===== src/hxfr_pkg.sv =====
// Shared types and constants for the header/XOR frame receiver.
package hxfr_pkg;

    localparam int BYTE_W        = 8;
    localparam int PAYLOAD_BYTES = 4;
    localparam int WORD_W        = 32;
    localparam int CNT_W         = 3;
    localparam int CFG_IDX_W     = 2;

    // Configuration register indexes
    localparam logic [CFG_IDX_W-1:0] REG_TIMEOUT    = 2'd0;
    localparam logic [CFG_IDX_W-1:0] REG_HDR_FIRST  = 2'd1;
    localparam logic [CFG_IDX_W-1:0] REG_HDR_SECOND = 2'd2;

    localparam logic [BYTE_W-1:0] TIMEOUT_RESET    = 8'd15;
    localparam logic [BYTE_W-1:0] HDR_FIRST_RESET  = 8'h55;
    localparam logic [BYTE_W-1:0] HDR_SECOND_RESET = 8'hAA;

    // Item opcodes
    localparam logic OP_BYTE = 1'b0;
    localparam logic OP_TICK = 1'b1;

    typedef struct packed {
        logic [BYTE_W-1:0] timeout_ticks;
        logic [BYTE_W-1:0] header_first;
        logic [BYTE_W-1:0] header_second;
    } cfg_t;

    typedef struct packed {
        logic [WORD_W-1:0] payload_word;
        logic              checksum_good;
    } result_t;

endpackage


===== src/hxfr_cfg_regs.sv =====
// Configuration register bank for the frame receiver.
module hxfr_cfg_regs (
    input  logic                            clk,
    input  logic                            rst_n,
    input  logic                            wr_en,
    input  logic [hxfr_pkg::CFG_IDX_W-1:0]  wr_index,
    input  logic [hxfr_pkg::BYTE_W-1:0]     wr_data,
    output hxfr_pkg::cfg_t                  cfg
);
    import hxfr_pkg::*;

    cfg_t cfg_reg;

    always_ff @(posedge clk or negedge rst_n)
    begin
        if (!rst_n)
        begin
            cfg_reg.timeout_ticks <= TIMEOUT_RESET;
            cfg_reg.header_first  <= HDR_FIRST_RESET;
            cfg_reg.header_second <= HDR_SECOND_RESET;
        end
        else if (wr_en)
        begin
            unique case (wr_index)
                REG_TIMEOUT:    cfg_reg.timeout_ticks <= wr_data;
                REG_HDR_FIRST:  cfg_reg.header_first  <= wr_data;
                REG_HDR_SECOND: cfg_reg.header_second <= wr_data;
                // indexes past the list are dropped
                default:        cfg_reg <= cfg_reg;
            endcase
        end
    end

    assign cfg = cfg_reg;

endmodule


===== src/hxfr_parser.sv =====
// Frame parser: phase, payload packing, running XOR and idle timeout.
module hxfr_parser (
    input  logic                         clk,
    input  logic                         rst_n,
    input  logic                         item_accept,
    input  logic                         opcode,
    input  logic [hxfr_pkg::BYTE_W-1:0]  rx_byte,
    input  hxfr_pkg::cfg_t               cfg,
    output logic                         res_valid,
    output hxfr_pkg::result_t            res
);
    import hxfr_pkg::*;

    localparam logic [1:0] PH_HUNT = 2'd0;
    localparam logic [1:0] PH_HDR2 = 2'd1;
    localparam logic [1:0] PH_DATA = 2'd2;
    localparam logic [1:0] PH_CHK  = 2'd3;
    localparam logic [BYTE_W-1:0] TICK_MAX = {BYTE_W{1'b1}};

    logic [1:0]        phase_reg,   phase_next;
    logic [CNT_W-1:0]  count_reg,   count_next;
    logic [BYTE_W-1:0] xor_reg,     xor_next;
    logic [WORD_W-1:0] payload_reg, payload_next;
    logic [BYTE_W-1:0] idle_reg,    idle_next;
    logic [CNT_W:0]    count_inc;
    logic [WORD_W-1:0] byte_shifted;

    assign count_inc    = {1'b0, count_reg} + {{CNT_W{1'b0}}, 1'b1};
    assign byte_shifted = {{(WORD_W-BYTE_W){1'b0}}, rx_byte} << {count_reg[1:0], 3'b000};

    always_comb
    begin
        phase_next   = phase_reg;
        count_next   = count_reg;
        xor_next     = xor_reg;
        payload_next = payload_reg;
        idle_next    = idle_reg;
        res_valid    = 1'b0;
        res.payload_word  = payload_reg;
        res.checksum_good = (rx_byte == xor_reg);

        if (opcode == OP_TICK)
        begin
            if (idle_reg != TICK_MAX)
                idle_next = idle_reg + 8'd1;
            if (phase_reg != PH_HUNT && idle_next > cfg.timeout_ticks)
            begin
                phase_next = PH_HUNT;
                count_next = '0;
            end
        end
        else
        begin
            idle_next = '0;
            unique case (phase_reg)
                PH_HUNT:
                begin
                    if (rx_byte == cfg.header_first)
                        phase_next = PH_HDR2;
                end
                PH_HDR2:
                begin
                    if (rx_byte == cfg.header_second)
                    begin
                        phase_next   = PH_DATA;
                        count_next   = '0;
                        xor_next     = '0;
                        payload_next = '0;
                    end
                    else
                        phase_next = PH_HUNT;
                end
                PH_DATA:
                begin
                    // only the first four bytes land in the word
                    if (!count_reg[CNT_W-1])
                        payload_next = payload_reg | byte_shifted;
                    xor_next = xor_reg ^ rx_byte;
                    if (count_inc >= (CNT_W+1)'(PAYLOAD_BYTES))
                    begin
                        phase_next = PH_CHK;
                        count_next = '0;
                    end
                    else
                        count_next = count_inc[CNT_W-1:0];
                end
                PH_CHK:
                begin
                    res_valid  = 1'b1;
                    phase_next = PH_HUNT;
                    count_next = '0;
                end
            endcase
        end
    end

    always_ff @(posedge clk or negedge rst_n)
    begin
        if (!rst_n)
        begin
            phase_reg   <= PH_HUNT;
            count_reg   <= '0;
            xor_reg     <= '0;
            payload_reg <= '0;
            idle_reg    <= '0;
        end
        else if (item_accept)
        begin
            phase_reg   <= phase_next;
            count_reg   <= count_next;
            xor_reg     <= xor_next;
            payload_reg <= payload_next;
            idle_reg    <= idle_next;
        end
    end

endmodule


===== src/hxfr_out_buf.sv =====
// Two-entry result buffer: output register with a skid stage behind it.
module hxfr_out_buf (
    input  logic               clk,
    input  logic               rst_n,
    input  logic               push,
    input  hxfr_pkg::result_t  push_data,
    output logic               space,
    output logic               out_valid,
    input  logic               out_ready,
    output hxfr_pkg::result_t  out_data
);
    import hxfr_pkg::*;

    logic    main_valid_reg;
    logic    skid_valid_reg;
    result_t main_reg;
    result_t skid_reg;
    logic    pop;

    assign pop   = main_valid_reg && out_ready;
    assign space = !skid_valid_reg;

    always_ff @(posedge clk or negedge rst_n)
    begin
        if (!rst_n)
        begin
            main_valid_reg <= 1'b0;
            skid_valid_reg <= 1'b0;
        end
        else if (skid_valid_reg)
        begin
            if (pop)
            begin
                main_valid_reg <= 1'b1;
                skid_valid_reg <= 1'b0;
            end
        end
        else if (push)
        begin
            if (main_valid_reg && !pop)
                skid_valid_reg <= 1'b1;
            else
                main_valid_reg <= 1'b1;
        end
        else if (pop)
            main_valid_reg <= 1'b0;
    end

    always_ff @(posedge clk)
    begin
        if (skid_valid_reg)
        begin
            if (pop)
                main_reg <= skid_reg;
        end
        else if (push)
        begin
            if (main_valid_reg && !pop)
                skid_reg <= push_data;
            else
                main_reg <= push_data;
        end
    end

    assign out_valid = main_valid_reg;
    assign out_data  = main_reg;

endmodule


===== src/header_xor_frame_receiver.sv =====
// Top level of the header/XOR frame receiver.
//
// Deframes a serial byte stream. A frame is a first header byte, a second
// header byte, four payload bytes and one checksum byte equal to the XOR
// of the payload. Each input item is either a received byte (opcode 0) or
// a one-millisecond tick (opcode 1). The checksum byte of a frame yields
// one result item: the payload packed little-endian (first byte in bits
// 7:0) and a flag that is high when the checksum matches; a bad checksum
// still yields its item. A wrong second header byte sends the parser back
// to hunting. Ticks count idle time since the last byte (saturating at
// 255); once that count exceeds timeout_ticks mid-frame, the partial frame
// is dropped. Throughput is one item per clock: the parser updates its
// state in the cycle of acceptance and places any result in a two-entry
// output buffer, so in_ready stays high while a single result waits and
// drops only when both buffer entries are full. Results are registered in
// the output register, or in the skid entry behind it. Configuration
// (index 0 timeout_ticks, 1 header_first, 2 header_second; other indexes
// are ignored) is always ready and is to be written while the block idles.
module header_xor_frame_receiver (
    input  logic                            clk,
    input  logic                            rst_n,
    input  logic                            in_valid,
    output logic                            in_ready,
    input  logic                            opcode,
    input  logic [hxfr_pkg::BYTE_W-1:0]     rx_byte,
    output logic                            out_valid,
    input  logic                            out_ready,
    output logic [hxfr_pkg::WORD_W-1:0]     payload_word,
    output logic                            checksum_good,
    input  logic                            cfg_valid,
    output logic                            cfg_ready,
    input  logic [hxfr_pkg::CFG_IDX_W-1:0]  cfg_index,
    input  logic [hxfr_pkg::BYTE_W-1:0]     cfg_data
);
    import hxfr_pkg::*;

    cfg_t    cfg;
    result_t res;
    result_t out_data;
    logic    res_valid;
    logic    item_accept;
    logic    buf_space;

    // register writes never stall
    assign cfg_ready = 1'b1;

    // take an item whenever the skid entry is free
    assign in_ready    = buf_space;
    assign item_accept = in_valid && in_ready;

    hxfr_cfg_regs u_cfg (
        .clk      (clk),
        .rst_n    (rst_n),
        .wr_en    (cfg_valid && cfg_ready),
        .wr_index (cfg_index),
        .wr_data  (cfg_data),
        .cfg      (cfg)
    );

    hxfr_parser u_parser (
        .clk         (clk),
        .rst_n       (rst_n),
        .item_accept (item_accept),
        .opcode      (opcode),
        .rx_byte     (rx_byte),
        .cfg         (cfg),
        .res_valid   (res_valid),
        .res         (res)
    );

    // push only results of items actually accepted
    hxfr_out_buf u_out_buf (
        .clk       (clk),
        .rst_n     (rst_n),
        .push      (item_accept && res_valid),
        .push_data (res),
        .space     (buf_space),
        .out_valid (out_valid),
        .out_ready (out_ready),
        .out_data  (out_data)
    );

    assign payload_word  = out_data.payload_word;
    assign checksum_good = out_data.checksum_good;

endmodule


===== config.mk =====
export PLATFORM = sky130hd
export DESIGN_NAME = header_xor_frame_receiver
export DESIGN_NICKNAME = d
export VERILOG_FILES = /design/src/hxfr_pkg.sv /design/src/hxfr_cfg_regs.sv /design/src/hxfr_parser.sv /design/src/hxfr_out_buf.sv /design/src/header_xor_frame_receiver.sv
export SDC_FILE = /design/constraint.sdc
export NUM_CORES = 1
export LEC_CHECK = 0
export ABC_AREA = 1
export ABC_CLOCK_PERIOD_IN_PS = 9770
export BUFFER_PORTS_ARGS = -buffer_cell sky130_fd_sc_hd__buf_2
export CAP_MARGIN = 20
export CORE_MARGIN = 2
export CORE_UTILIZATION = 64
export DETAILED_ROUTE_END_ITERATION = 6
export GPL_ROUTABILITY_DRIVEN = 1
export PLACE_DENSITY = 0.82
export RECOVER_POWER = 25
export SYNTH_ARGS = -nofsm -noshare
export SYNTH_HDL_FRONTEND = slang
export SYNTH_SLANG_ARGS = --single-unit

===== constraint.sdc =====
create_clock -name clk -period 9.77 [get_ports clk]
set_clock_uncertainty 0.2 [all_clocks]
set_input_delay 1.4655 -clock clk [delete_from_list [all_inputs] [get_ports clk]]
set_output_delay 1.4655 -clock clk [all_outputs]
set_load 0.1 [all_outputs]

==> run summary <==
The final estimated routing congestion in global placement is 0.778. The final period utilization is roughly 51%. The mean post-synth cell area is ~9.4 sq um. The die covers 11700 sq um. The largest voltage drop on the vdd net came out at ~0.00013 V. The count of final max-slew check failures was 38.

The sum of overflow across all layers after global routing came out at 0. The critical path is of the reg2out type. The cell area that synthesis handed to floorplanning was 6950 sq um. The number of diodes added for antenna fixing is 0. The post-DP HPWL came out at 8.93 mm.

The headroom to the max-slew limit came out at -39.0%. The number of top-level pins is 60. The overall fraction of global-route tracks in use is 26.2%. The power dissipated by switching net loads came out at 570 uW. The number of flip-flops and latches in the synthesized netlist is 145. The number of buffers added by the clock tree synthesis step is 17. The average detailed-routed wire length per instance came out at 14.9 microns. The most frequently used flop master after synthesis is sky130_fd_sc_hd__dfrtp_1. Once the clock tree was built, the resizer swapped 0 gates to a different size. The part of the power in the clock network is about 38%. The arrival time at the worst endpoint came out at 3.33 ns. The first global-routing pass estimated 23.3 mm of wire. The level count of the clock H-tree came out at 4. The count of buffers inserted at the top-level ports is 58. The via count is roughly 5100.

The total detailed-routing wirelength came out at ~14 mm. The maximum count of clock buffers along a single path is 2. After routing, the total negative slack on setup checks comes to 0 ns.

The transition at the pin with the smallest max-transition slack came out at 2.09 ns. The final instance area came out at between 7000 and 8000 sq um. The yosys synthesis warning count came out at 0.

The number of rows created at floorplan came out at 38. The region available for standard cell placement spans 10700 sq um. The count of flip-flops with a built-in enable after synthesis is 66.

The logic gate share of total power came out at a little over a fifth. TritonCTS built the clock tree. The count of endpoints failing hold in the final timing report came out at 0. The total of hold buffers inserted after clock tree synthesis came out at 0.

The type of origin of the critical path is a flip-flop. Setup repair after global routing left no endpoint under its margin. STA classifies the critical path endpoint as a primary output. The flow ran to the end, but the final reports show violations.

In the routed layout, each cell is associated on average with a via count of 5.44. The chip width is 108 microns. The maximum operating frequency is 0.200 GHz.

Counting every instance in the synthesized netlist gives 736. The tree is rooted in a sky130_fd_sc_hd__clkbuf_8. Summing all multi-input logic gate instances after layout gives 2520 sq um. Fill cells in the final layout number 729. The placed instances occupy a cell area of 7220 sq um. The power density over the cells is around 230 nW/um^2. The worst hold slack came out at between 0.2 and 0.3 ns. The checks that failed: capacitance limit, slew limit.

The synthesized design devotes to its leading area cell type ~29% of total area. The via count of the first global-routing pass is between 5000 and 6000. The clock net in this run drives a total of about 150 sinks.

The pin count of the biggest net entering global routing came out at 80. The switching part of the total is 31.3%. Max-cap violations in this run came to 1. The share of cells above drive strength 1 is 21.0%. Summed over all cells, the static leakage comes to about 0.0036 uW.

The register area is a little under 4000 sq um. In this run the vertical extent of the chip is ~110 microns. The clock reaches the later pin of the worst-skew pair after 0.53 ns.

The initial standard-cell utilization of the core is 64.9%. The internal power came out at about 1300 uW. The time the final worst path needs with I/O delays and setup came out at 5.00 ns. Relative to the synthesized area, the layout overhead comes to 13.3%.

In this run the remaining antenna-violating nets after routing total 0. The count of TritonRoute iterations in the first routing pass came out at 7. The critical-path maximum fanout is 34.

The number of nets handed over by synthesis was ~770. After the last flow step, the layout net total stands at about 800. The path category of the worst min-delay check is reg2reg.

The biggest area contributor in the post-synthesis netlist is sky130_fd_sc_hd__edfxtp_1. Sequential cells account for 41.4% of the total power. The number of unique standard cell types used by synthesis is 34. The total power consumption of the routed design is between 1500 and 2000 uW. The required time of the critical path came out at 8.10 ns. The fraction of registers with async set/reset is 54.5%. The number of design rule violations left after detail routing came out at 0.

The setup violation total in the final timing report is 0. The number of DRC violations after detailed-routing iteration 0 came out at 237. Sequential cells were found to cover 57.2% of the synthesized design area. The clock edge transition at the registers on the reported setup and hold paths came out at roughly 0.06 ns. After synthesis, the cell types taking the most area are sky130_fd_sc_hd__edfxtp_1 29%, sky130_fd_sc_hd__dfrtp_1 24%, sky130_fd_sc_hd__nand2_1 13%. The setup fix buffers added after clock tree synthesis came out at 0. The initial antenna violation count is 0.
## power groups by stage
stage          registers (uW)  clock network [uW]  logic, uW
5_1_grt                   760                 721        429
3_3_place_gp              771                   0        338
2_1_floorplan             780                   0        281
3_5_place_dp              776                   0        357
4_1_cts                   766                 692        364
6_report                  753                 687        380
## Yosys cell counts (2+ instances only)
cell type and number:
sky130_fd_sc_hd__nor4_1 2, sky130_fd_sc_hd__nand2_1 238, sky130_fd_sc_hd__a21oi_1 8, sky130_fd_sc_hd__nand4_1 4
sky130_fd_sc_hd__o21ai_0 70, sky130_fd_sc_hd__nand2_2 19, sky130_fd_sc_hd__buf_6 11, sky130_fd_sc_hd__o21ai_1 9
sky130_fd_sc_hd__ha_1 14, sky130_fd_sc_hd__xor2_1 9, sky130_fd_sc_hd__clkbuf_1 16, sky130_fd_sc_hd__xnor2_1 14
sky130_fd_sc_hd__nor2_2 3, sky130_fd_sc_hd__buf_1 2, sky130_fd_sc_hd__edfxtp_1 66, sky130_fd_sc_hd__dfrtp_1 67
sky130_fd_sc_hd__nor3_1 2, sky130_fd_sc_hd__inv_1 61, sky130_fd_sc_hd__dfstp_2 12, sky130_fd_sc_hd__buf_2 5
sky130_fd_sc_hd__nor2_1 46, sky130_fd_sc_hd__o22ai_1 3, sky130_fd_sc_hd__or2_2 3, sky130_fd_sc_hd__o21ai_2 32
sky130_fd_sc_hd__nand3_1 10, sky130_fd_sc_hd__inv_2 2
## placed cells by master, fill, tap and decap left out, types with 10 or more instances in the layout
cell type                   netlist  final
sky130_fd_sc_hd__dfrtp_1         67     67
sky130_fd_sc_hd__nand2_1        238    238
sky130_fd_sc_hd__nand3_1         10     10
sky130_fd_sc_hd__nor2_1          46     45
sky130_fd_sc_hd__xnor2_1         14     14
sky130_fd_sc_hd__inv_1           61     62
sky130_fd_sc_hd__o21ai_0         70     69
sky130_fd_sc_hd__clkbuf_16        0     16
sky130_fd_sc_hd__edfxtp_1        66     66
sky130_fd_sc_hd__dfstp_2         12     12
sky130_fd_sc_hd__o21ai_2         32     33
sky130_fd_sc_hd__ha_1            14     14
sky130_fd_sc_hd__buf_2            5     57
sky130_fd_sc_hd__nand2_2         19     19
## critical path, cell delays in order, from the launching register on
cell                       delay, ns
sky130_fd_sc_hd__dfrtp_1        0.43
sky130_fd_sc_hd__clkbuf_1       1.02
sky130_fd_sc_hd__inv_1          0.82
sky130_fd_sc_hd__buf_2          0.52
## path summary, 6_finish.rpt
kind                                                 startpoint                              endpoint  slack, ns  cells after the start
min reg2reg                u_parser.payload_reg[26]$_DFFE_PN0P_      u_out_buf.skid_reg[27]$_DFFE_PP_       0.30                      0
min                        u_parser.payload_reg[26]$_DFFE_PN0P_      u_out_buf.skid_reg[27]$_DFFE_PP_       0.30                      0
min in group asynchronous                                 rst_n      u_parser.idle_reg[2]$_DFFE_PN0P_       1.33                      1
max reg2reg                  u_out_buf.skid_valid_reg$_DFF_PN0_  u_parser.payload_reg[15]$_DFFE_PN0P_       5.29                      9
max                          u_out_buf.skid_valid_reg$_DFF_PN0_                              in_ready       4.77                      3
max in group asynchronous                                 rst_n  u_parser.payload_reg[20]$_DFFE_PN0P_       6.84                      1
## layer usage
layer / GRT usage [%] / wire length (microns) / vias up
met1: 30.2 / 5530 / 2425
met3: 7.29 / 677 / 39
met2: 45.6 / 7360 / 153
met5: 0 / 0 / -
li1: - / - / 2468
met4: 11.6 / 403 / 0
## logic make-up after synthesis
group	share of synthesized area [%]
flip-flops	57.2
AO/OA/AOI/OAI	10.8
other	0.0540
adder cells (fa/ha/maj)	2.52
AND/OR/NAND/NOR	19.9
XOR/XNOR	2.90
buffers and inverters	6.63
## through the flow
stage | utilization [%] | setup slack (ns) | cells
floorplan | - | 4.90 | 736
global placement | 67.5 | 6.10 | 902
detailed placement | 67.5 | 5.96 | 902
CTS | 73.3 | 5.49 | 933
global route | 73.5 | 4.46 | 935
finish | 73.5 | 4.77 | 935
## final cells by class
class / instances / area share (%)
clock buffer: 18 / 5.31
clock inverter: 13 / 2.67
inverter: 63 / 3.01
multi-input combinational: 493 / 32.0
sequential: 145 / 50.5
tap: 140 / 2.23
timing repair buffer: 63 / 4.26
Note: power is estimated with default switching activity, not from simulation.
